**config.mk**
```make
export PLATFORM = sky130hd
export DESIGN_NAME = longest_increasing_subsequence
export DESIGN_NICKNAME = d
export VERILOG_FILES = /design/src/sv/lis_pkg.sv /design/src/sv/lis_cell.sv /design/src/sv/longest_increasing_subsequence.sv
export SDC_FILE = /design/constraint.sdc
export NUM_CORES = 2
export LEC_CHECK = 0
export ABC_AREA = 0
export BUFFER_PORTS_ARGS = -buffer_cell sky130_fd_sc_hd__buf_2
export CAP_MARGIN = 20
export CORE_MARGIN = 1.5
export CORE_UTILIZATION = 40
export CTS_CLUSTER_SIZE = 28
export DETAILED_ROUTE_END_ITERATION = 12
export PLACE_DENSITY = 0.66
export SETUP_SLACK_MARGIN = 0.1
export SLEW_MARGIN = 10
export SYNTH_ARGS = -nofsm -noshare
export SYNTH_HDL_FRONTEND = slang
export SYNTH_SLANG_ARGS = --single-unit
```
**constraint.sdc**
```tcl
create_clock -name aclk -period 9.7 [get_ports aclk]
set_input_delay 0.485 -clock aclk [delete_from_list [all_inputs] [get_ports aclk]]
set_output_delay 0.485 -clock aclk [all_outputs]
set_load 0.005 [all_outputs]
```
**src/sv/lis_pkg.sv**
```systemverilog
// Shared types and constants for the longest increasing subsequence block.
`default_nettype none

package lis_pkg;

    localparam int VALUE_W = 32;
    localparam int LEN_W   = 7;
    localparam logic [LEN_W-1:0] LEN_SAT = {LEN_W{1'b1}};

    // Input transfer payload
    typedef struct packed {
        logic signed [VALUE_W-1:0] value;
        logic                      last;
    } lis_in_t;

    // Result transfer payload
    typedef struct packed {
        logic [LEN_W-1:0] length;
        logic             overflow;
    } lis_out_t;

    // Status handed from one cell to its right neighbor
    typedef struct packed {
        logic valid;  // cell holds a tail
        logic ge;     // held tail >= incoming value
    } lis_link_t;

endpackage

`default_nettype wire

```
**src/sv/lis_cell.sv**
```systemverilog
// One tail cell of the sorted chain: holds a tail, compares, and takes the value when it is its slot.
`default_nettype none

module lis_cell
    import lis_pkg::*;
(
    input  wire logic                      aclk,
    input  wire logic                      aresetn,
    input  wire logic                      insert,
    input  wire logic                      clear,
    input  wire logic signed [VALUE_W-1:0] value,
    input  wire lis_link_t                 left,
    output lis_link_t                      right,
    output logic                           grow
);

    logic                      valid_reg;
    logic                      valid_next;
    logic signed [VALUE_W-1:0] tail_reg;
    logic                      here_ge;
    logic                      take;

    // Tails are strictly increasing, so the first cell that is >= value is
    // the one whose left neighbor is not; an append lands on the first empty cell.
    assign here_ge = valid_reg && (tail_reg >= value);
    assign take    = insert && !left.ge &&
                     (here_ge || (!valid_reg && left.valid));
    assign grow    = take && !valid_reg;

    assign right.valid = valid_reg;
    assign right.ge    = here_ge;

    // Valid bit: set on a write, cleared after the final item of a sequence
    always_comb begin
        valid_next = valid_reg;
        if (insert && clear) begin
            valid_next = 1'b0;
        end else if (take) begin
            valid_next = 1'b1;
        end
    end

    always_ff @(posedge aclk) begin
        if (!aresetn) begin
            valid_reg <= 1'b0;
        end else begin
            valid_reg <= valid_next;
        end
    end

    // Tail payload, no reset needed
    always_ff @(posedge aclk) begin
        if (take) begin
            tail_reg <= value;
        end
    end

endmodule

`default_nettype wire

```
**src/sv/longest_increasing_subsequence.sv**
```systemverilog
// The result reaches the output register in the cycle after the input transfer.
// One item per cycle unless the output stalls; every cell of the tail chain compares in
// parallel, each deciding from its left neighbor's status alone.
// Reset (aresetn low, synchronous) empties all cells, zeroes the count and drops
// any pending result. The final item of a sequence empties the chain after its result.
`default_nettype none

module longest_increasing_subsequence
    import lis_pkg::*;
#(
    parameter int MAX_LEN = 64
)
(
    input  wire logic    aclk,
    input  wire logic    aresetn,
    input  wire logic    s_valid,
    output logic         s_ready,
    input  wire lis_in_t s_data,
    output logic         m_valid,
    input  wire logic    m_ready,
    output lis_out_t     m_data
);

    localparam int CW = $clog2(MAX_LEN + 1);
    localparam int LW = (CW > LEN_W) ? CW : LEN_W;

    lis_link_t            link [0:MAX_LEN];
    logic [MAX_LEN-1:0]   grow_vec;
    logic [MAX_LEN-1:0]   valid_vec;
    logic                 insert;
    logic                 grew;
    logic                 overflow;
    logic [CW-1:0]        count_reg;
    logic [CW-1:0]        count_next;
    logic [CW-1:0]        count_after;
    logic [LW-1:0]        len_wide;
    logic [LEN_W-1:0]     len_sat;
    logic                 m_valid_reg;
    logic                 m_valid_next;
    lis_out_t             m_data_reg;

    // Accept while the result register is empty or being drained
    assign s_ready = !m_valid_reg || m_ready;
    assign insert  = s_valid && s_ready;

    // Head of the chain acts as a full cell smaller than any value
    assign link[0] = '{valid: 1'b1, ge: 1'b0};

    for (genvar i = 0; i < MAX_LEN; i++) begin : g_cell
        lis_cell u_cell (
            .aclk    (aclk),
            .aresetn (aresetn),
            .insert  (insert),
            .clear   (s_data.last),
            .value   (s_data.value),
            .left    (link[i]),
            .right   (link[i+1]),
            .grow    (grow_vec[i])
        );
        assign valid_vec[i] = link[i+1].valid;
    end

    // Store full and even the largest tail is below the value: dropped
    assign overflow    = link[MAX_LEN].valid && !link[MAX_LEN].ge;
    assign grew        = |grow_vec;
    assign count_after = count_reg + CW'(grew);

    // Length saturates at the field's maximum
    assign len_wide = LW'(count_after);
    assign len_sat  = (len_wide > LW'(LEN_SAT)) ? LEN_SAT : len_wide[LEN_W-1:0];

    // Tail count
    always_comb begin
        count_next = count_reg;
        if (insert) begin
            count_next = s_data.last ? '0 : count_after;
        end
    end

    // Result register
    always_comb begin
        m_valid_next = m_valid_reg;
        if (insert) begin
            m_valid_next = 1'b1;
        end else if (m_ready) begin
            m_valid_next = 1'b0;
        end
    end

    always_ff @(posedge aclk) begin
        if (!aresetn) begin
            count_reg   <= '0;
            m_valid_reg <= 1'b0;
        end else begin
            count_reg   <= count_next;
            m_valid_reg <= m_valid_next;
        end
    end

    always_ff @(posedge aclk) begin
        if (insert) begin
            m_data_reg.length   <= len_sat;
            m_data_reg.overflow <= overflow;
        end
    end

    assign m_valid = m_valid_reg;
    assign m_data  = m_data_reg;

`ifndef SYNTHESIS
    // Count always matches the number of occupied cells
    a_count_matches_cells: assert property (@(posedge aclk) disable iff (!aresetn)
        $countones(valid_vec) == int'(count_reg))
        else $error("tail count disagrees with occupied cells");

    // A dropped value can only happen with a full store
    a_overflow_full: assert property (@(posedge aclk) disable iff (!aresetn)
        (insert && overflow) |-> (int'(count_reg) == MAX_LEN && !grew))
        else $error("overflow without a full store");

    // At most one cell grows per item
    a_single_grow: assert property (@(posedge aclk) disable iff (!aresetn)
        $onehot0(grow_vec))
        else $error("more than one cell appended");

    // The final item of a sequence empties the store
    a_last_clears: assert property (@(posedge aclk) disable iff (!aresetn)
        (insert && s_data.last) |=> (count_reg == '0 && valid_vec == '0))
        else $error("store not cleared after final item");
`endif

endmodule

`default_nettype wire
```
== Word level (Yosys, flattened, before mapping) ==
Index checks and enable logic that the tools add are counted.
W data, S select, Z words.

* Flip-flop bits (word level): 2128
* Output and inout port bits: 10
* Bits of input ports: 37

* Bitwise gates (word level): 1
* $add $sub $neg: 1
* Multiplexer cells: 3
* Order comparisons: 65
* Reductions and logical operators: 518

{| class="wikitable"
|+ Operators by type and width
! cell !! count
|-
| $ge A32 B32 Y1 || 64
|-
| $logic_and A1 B1 Y1 || 321
|-
| $logic_not A1 Y1 || 129
|-
| $logic_or A1 B1 Y1 || 65
|-
| $reduce_or A64 Y1 || 1
|-
| $add A7 B1 Y7 || 1
|-
| $gt A7 B7 Y1 const B || 1
|-
| $mux W7 || 1
|-
| $mux W1 || 2
|-
| $reduce_bool A2 Y1 || 1
|-
| $reduce_or A2 Y1 || 1
|-
| $not A1 Y1 || 1
|}

== Longest topological paths before layout ==
* Depth in word-level cells: 9
* Mapped depth: 19

== By module ==
From an unflattened synthesis, not the netlist that was laid out.

* Cell total of the unflattened synthesis: 10582
* Area, all modules: 123430.9 µm²

{| class="wikitable"
|+ By module, submodules not included
! module !! seq. area each (µm²) !! instances !! cells each !! area each (µm²)
|-
| lis_cell at g_cell[0].u_cell ... || 980.9 || 63 || 164 || 1915.6
|-
| lis_cell at g_cell[40].u_cell || 980.9 || 1 || 160 || 1884.3
|-
| longest_increasing_subsequence || 400.4 || 1 || 90 || 864.6
|}

== Worst setup path after synthesis ==
Ideal clock, no wire load.

* Path kind: in2reg
* From: input s_data[14] (netlist bit)
* To: register g_cell[9].u_cell.tail_reg[0], enable pin
* Arrival: 8.413 ns
* Cell stages on the path: 10
* Setup slack: 0.692 ns
* Setup time: 0.594 ns
* Path through: inv_1 ha_1 a21o_1 a21o_1 a221oi_1 o211ai_1 a221oi_1 xnor2_1 and2_1 a2111oi_0

* Word-level cells in the longest chain between the ends: 5
* Elaborated cells on any way between the ends: 8

{| class="wikitable"
|+ Ends and longest elaborated chain
! what !! RTL line !! RTL
|-
| start, declared || longest_increasing_subsequence.sv:18 || <nowiki>input wire lis_in_t s_data,</nowiki>
|-
| $ge A32 B32 Y1 || lis_cell.sv:25 || <nowiki>assign here_ge = valid_reg && (tail_reg >= value);</nowiki>
|-
| $logic_and A1 B1 Y1 || lis_cell.sv:25 ||
|-
| $logic_not A1 Y1 || lis_cell.sv:26 || <nowiki>assign take = insert && !left.ge &&</nowiki>
|-
| $logic_and A1 B1 Y1 || lis_cell.sv:26 ||
|-
| $logic_and A1 B1 Y1 * || lis_cell.sv:26 ||
|-
| end signal, assigned || lis_cell.sv:54 || <nowiki>tail_reg <= value;</nowiki>
|-
| end, declared || lis_cell.sv:19 || <nowiki>logic signed [VALUE_W-1:0] tail_reg;</nowiki>
|}

Every way passes the cells marked *; elsewhere a longest branch is shown, timed or not.
A chain may end at the register's enable or synchronous reset.

== Final worst setup path ==
* From: input s_data[5] (netlist bit)
* To: register count_reg[6]

* Word-level cells in the longest chain between the ends: 9
* Elaborated cells on any way between the ends: 449

{| class="wikitable"
|+ Ends and longest elaborated chain
! what !! RTL line !! RTL
|-
| $ge A32 B32 Y1 || lis_cell.sv:25 ||
|-
| $logic_and A1 B1 Y1 || lis_cell.sv:25 ||
|-
| $logic_not A1 Y1 || lis_cell.sv:26 ||
|-
| $logic_and A1 B1 Y1 (2 in series) || lis_cell.sv:26 ||
|-
| $logic_and A1 B1 Y1 || lis_cell.sv:28 || <nowiki>assign grow = take && !valid_reg;</nowiki>
|-
| $reduce_or A64 Y1 * || longest_increasing_subsequence.sv:65 || <nowiki>assign grew = |grow_vec;</nowiki>
|-
| $add A7 B1 Y7 * || longest_increasing_subsequence.sv:66 || <nowiki>assign count_after = count_reg + CW'(grew);</nowiki>
|-
| $mux W7 * || longest_increasing_subsequence.sv:76 || <nowiki>count_next = s_data.last ? '0 : count_after;</nowiki>
|-
| end signal, assigned || longest_increasing_subsequence.sv:95 || <nowiki>count_reg <= count_next;</nowiki>
|-
| end, declared || longest_increasing_subsequence.sv:33 || <nowiki>logic [CW-1:0] count_reg;</nowiki>
|}

Marked as above.

==> metrics <==
kind of launch point of the worst setup path=input port; maximum clock path buffer count=3; syn avg cell area=14.0 um2; pwr dens=164 mW/mm2; Setup Viol. Count Final=0; DRC violation count after routing=0; pins over their slew limit=0; Worst Path Max Fanout=28; worst max-slew margin expressed relative to the limit=0.212; slowest cell on the critical path=sky130_fd_sc_hd__a2111oi_0; DR WL/cell=29.8 um; number of instances in the synthesized netlist=7,870; source-to-sink clock delay at the later pin of the worst-skew pair=0.92 ns; total gr overflow=0; detailed-route wire length=360,000 um; top-count cell post-synth=sky130_fd_sc_hd__edfxtp_1; classification of the worst-slack hold path=input port to flip-flop; CTS Sinks=2,128; post-detailed-route via-to-cell ratio=6.18; most used cell along the critical path=sky130_fd_sc_hd__ha_1; distinct cell type count after synthesis=83; largest cells by area after synthesis=sky130_fd_sc_hd__edfxtp_1 56%, sky130_fd_sc_hd__ha_1 23%, sky130_fd_sc_hd__a21oi_1 3.2%; last weighted congestion value of the routability-driven placer=0.951; Setup crit end kind=flip-flop; Routed Antenna Nets=0; maximum VDD drop=0.216 mV; number of hold buffers added after cts=8; Clk pin slew, worst setup/hold paths=0.06 ns; Max Cap Violations=0; post-layout total power=20.4 mW; top cells by instance count after synthesis=2,056 x sky130_fd_sc_hd__edfxtp_1, 2,050 x sky130_fd_sc_hd__ha_1, 711 x sky130_fd_sc_hd__a21oi_1; HPWL after DPL=225,000 um; total I/O pin count=47; number of hold violations in the final report=0; Mapped Nets=9,957; antenna violations before repair=36; number of nets in the final layout=10,400; layout filler cell count=23,900; number of core rows=192; area of the die=0.279 mm2; Post-synth EDFFs=2,056; number of flip-flops in the largest register=2,048; die boundary height=528 um; vias after detailed routing=74,800; top cell type's share of synthesized area=0.560; category of the critical setup timing path=input port to flip-flop; biggest area consumer among synthesized cells=sky130_fd_sc_hd__edfxtp_1; Required @ worst endpoint=10.54 ns; htree depth=4; initial detailed-routing violation count=9,742; area delta synth->final=12.7%; Setup Buffers After CTS=0; Critical Path, Cell by Cell=buf_4, inv_6, buf_4, ha_1, nand2_1, nor4_1, o21ai_0, o211a_1, o221ai_1, xnor2_1, o22ai_1, a2111oi_0, nand4_1, a2111oi_2, o2111ai_1, ha_1, ha_1, nand3_1, xnor2_1, a22oi_1, nor2b_1; CTS Root Buffer Type=sky130_fd_sc_hd__clkbuf_16; Die W=528 um; IO Port Bufs=46; post-synthesis register bit count=2,128; final worst slack=3.33 ns; Num CTS Buffers=218; fraction of final layout cells sized beyond drive strength 1=0.0776; yosys synthesis warning count=0; initial standard-cell utilization of the core=0.403; Placed Cells incl. Taps=11,700; TritonCTS clock tree=built; core area=0.274 mm2; total routing resource utilization after global routing=0.254; most used flip-flop cell after synthesis=sky130_fd_sc_hd__edfxtp_1; sequential share of the synthesized area=0.573; Cell Area, Synth=0.110 mm2; cell leakage power=48.8 nW; setup total negative slack=0 ns; critical path arrival=7.21 ns; crit-path max cell delay=0.83 ns; Peak Freq=157 MHz; outcome=completed; number of global-route vias before repair=74,400; RSZ-0062 raised after global routing=no; proportion of synthesized flip-flops having asynchronous set or reset=0; global-route wire length before repair=513,000 um; worst-case clock skew=0.0446 ns; worst slew pin tran=1.18 ns; first-pass iteration count of the detailed router=6; DP Worst Slack=2.69 ns; Resized cells post-CTS=0; post-layout instance count excluding filler cells=12,100; clock period minus worst slack=6.37 ns; maximum number of pins on one net before global-route repair=58; fraction of the cycle the final worst path needs=0.656
-- metrics by stage --
stage,util,hold WS [ns],cell area [um2]
3_3_place_gp,0.427,0.457,117000
2_1_floorplan,-,0.445,110000
5_1_grt,0.454,0.0221,124000
6_report,0.454,0.0335,124000
4_1_cts,0.454,0.00269,124000
3_5_place_dp,0.427,0.477,117000
-- where the power goes --
part           switching (mW)  leakage [nW]  internal (mW)  total, mW
combinational            1.24          26.2          0.504       1.74
clock                    3.73          3.49           4.79       8.51
sequential             0.0131          19.1           10.1       10.1
total                    4.97          48.8           15.4       20.4
-- kinds of logic after synthesis --
group	Yosys count	synth area share
AO/OA/AOI/OAI	1863	0.107
XOR/XNOR	37	0.00294
adder cells (fa/ha/maj)	2050	0.233
buffers and inverters	211	0.00735
flip-flops	2128	0.573
multiplexers	24	0.00222
AND/OR/NAND/NOR	1557	0.0745
-- area by class of cell --
cell class / instances / area [um2] / area share
inverters: 187 / 825 / 0.00664
well taps: 3589 / 4490 / 0.0361
diodes: 10 / 25.0 / 0.000201
clock inverters: 118 / 1240 / 0.0100
flip-flops and latches: 2128 / 63200 / 0.508
repair buffers: 245 / 1990 / 0.0160
clock buffers: 287 / 5900 / 0.0475
multi-input cells: 5531 / 46600 / 0.375
-- path summary, 6_finish.rpt --
kind,cells past startpoint,start,slack [ns],end
max,21,s_data[5],3.33,count_reg[6]$_SDFFE_PN0P_
min,1,s_data[17],0.03,g_cell[53].u_cell.tail_reg[16]$_DFFE_PN_
max reg2reg,18,g_cell[24].u_cell.tail_reg[14]$_DFFE_PN_,3.91,count_reg[6]$_SDFFE_PN0P_
min reg2reg,2,count_reg[0]$_SDFFE_PN0P_,0.48,count_reg[0]$_SDFFE_PN0P_
-- metal layers --
layer	track usage	wire, um	vias up
met1	0.333	143000	37400
met3	0.0417	33900	878
met5	0	67	-
met2	0.414	165000	3891
li1	-	-	32600
met4	0.112	18000	10
-- worst max-delay path: cells and delay by family --
family,cells,cell delay (ns)
AO/OA/AOI/OAI,8,2.57
XOR/XNOR,2,0.39
AND/OR/NAND/NOR,5,1.31
adder cells (fa/ha/maj),3,0.96
buffers and inverters,3,1.22
-- layout by cell type (no fill, tap or decap), types with 14 or more instances in the layout --
cell / n
sky130_fd_sc_hd__nor2b_1: 74
sky130_fd_sc_hd__mux2i_1: 20
sky130_fd_sc_hd__o21a_1: 41
sky130_fd_sc_hd__nand2b_1: 49
sky130_fd_sc_hd__o21ai_0: 242
sky130_fd_sc_hd__a221oi_1: 37
sky130_fd_sc_hd__nand4_1: 405
sky130_fd_sc_hd__clkbuf_8: 14
sky130_fd_sc_hd__clkbuf_1: 53
sky130_fd_sc_hd__clkinv_1: 45
sky130_fd_sc_hd__or4_1: 22
sky130_fd_sc_hd__and4_1: 40
sky130_fd_sc_hd__nor4_1: 57
sky130_fd_sc_hd__xnor2_1: 27
sky130_fd_sc_hd__a211oi_1: 73
sky130_fd_sc_hd__o31ai_1: 16
sky130_fd_sc_hd__buf_2: 14
sky130_fd_sc_hd__o211ai_1: 69
sky130_fd_sc_hd__nand2_1: 327
sky130_fd_sc_hd__nand3_1: 134
sky130_fd_sc_hd__or3_1: 17
sky130_fd_sc_hd__a21oi_1: 706
sky130_fd_sc_hd__clkbuf_16: 220
sky130_fd_sc_hd__edfxtp_1: 2056
sky130_fd_sc_hd__and3_1: 24
sky130_fd_sc_hd__nor3_2: 14
sky130_fd_sc_hd__nor2_1: 261
sky130_fd_sc_hd__clkinv_2: 37
sky130_fd_sc_hd__dfxtp_1: 72
sky130_fd_sc_hd__a2111oi_0: 29
sky130_fd_sc_hd__ha_1: 2050
sky130_fd_sc_hd__inv_6: 19
sky130_fd_sc_hd__a21o_1: 464
sky130_fd_sc_hd__inv_1: 155
sky130_fd_sc_hd__nor3_1: 57
sky130_fd_sc_hd__buf_4: 210
sky130_fd_sc_hd__inv_4: 15
sky130_fd_sc_hd__a31oi_1: 31
sky130_fd_sc_hd__bufinv_16: 19
(Power assumes the default switching activity.)
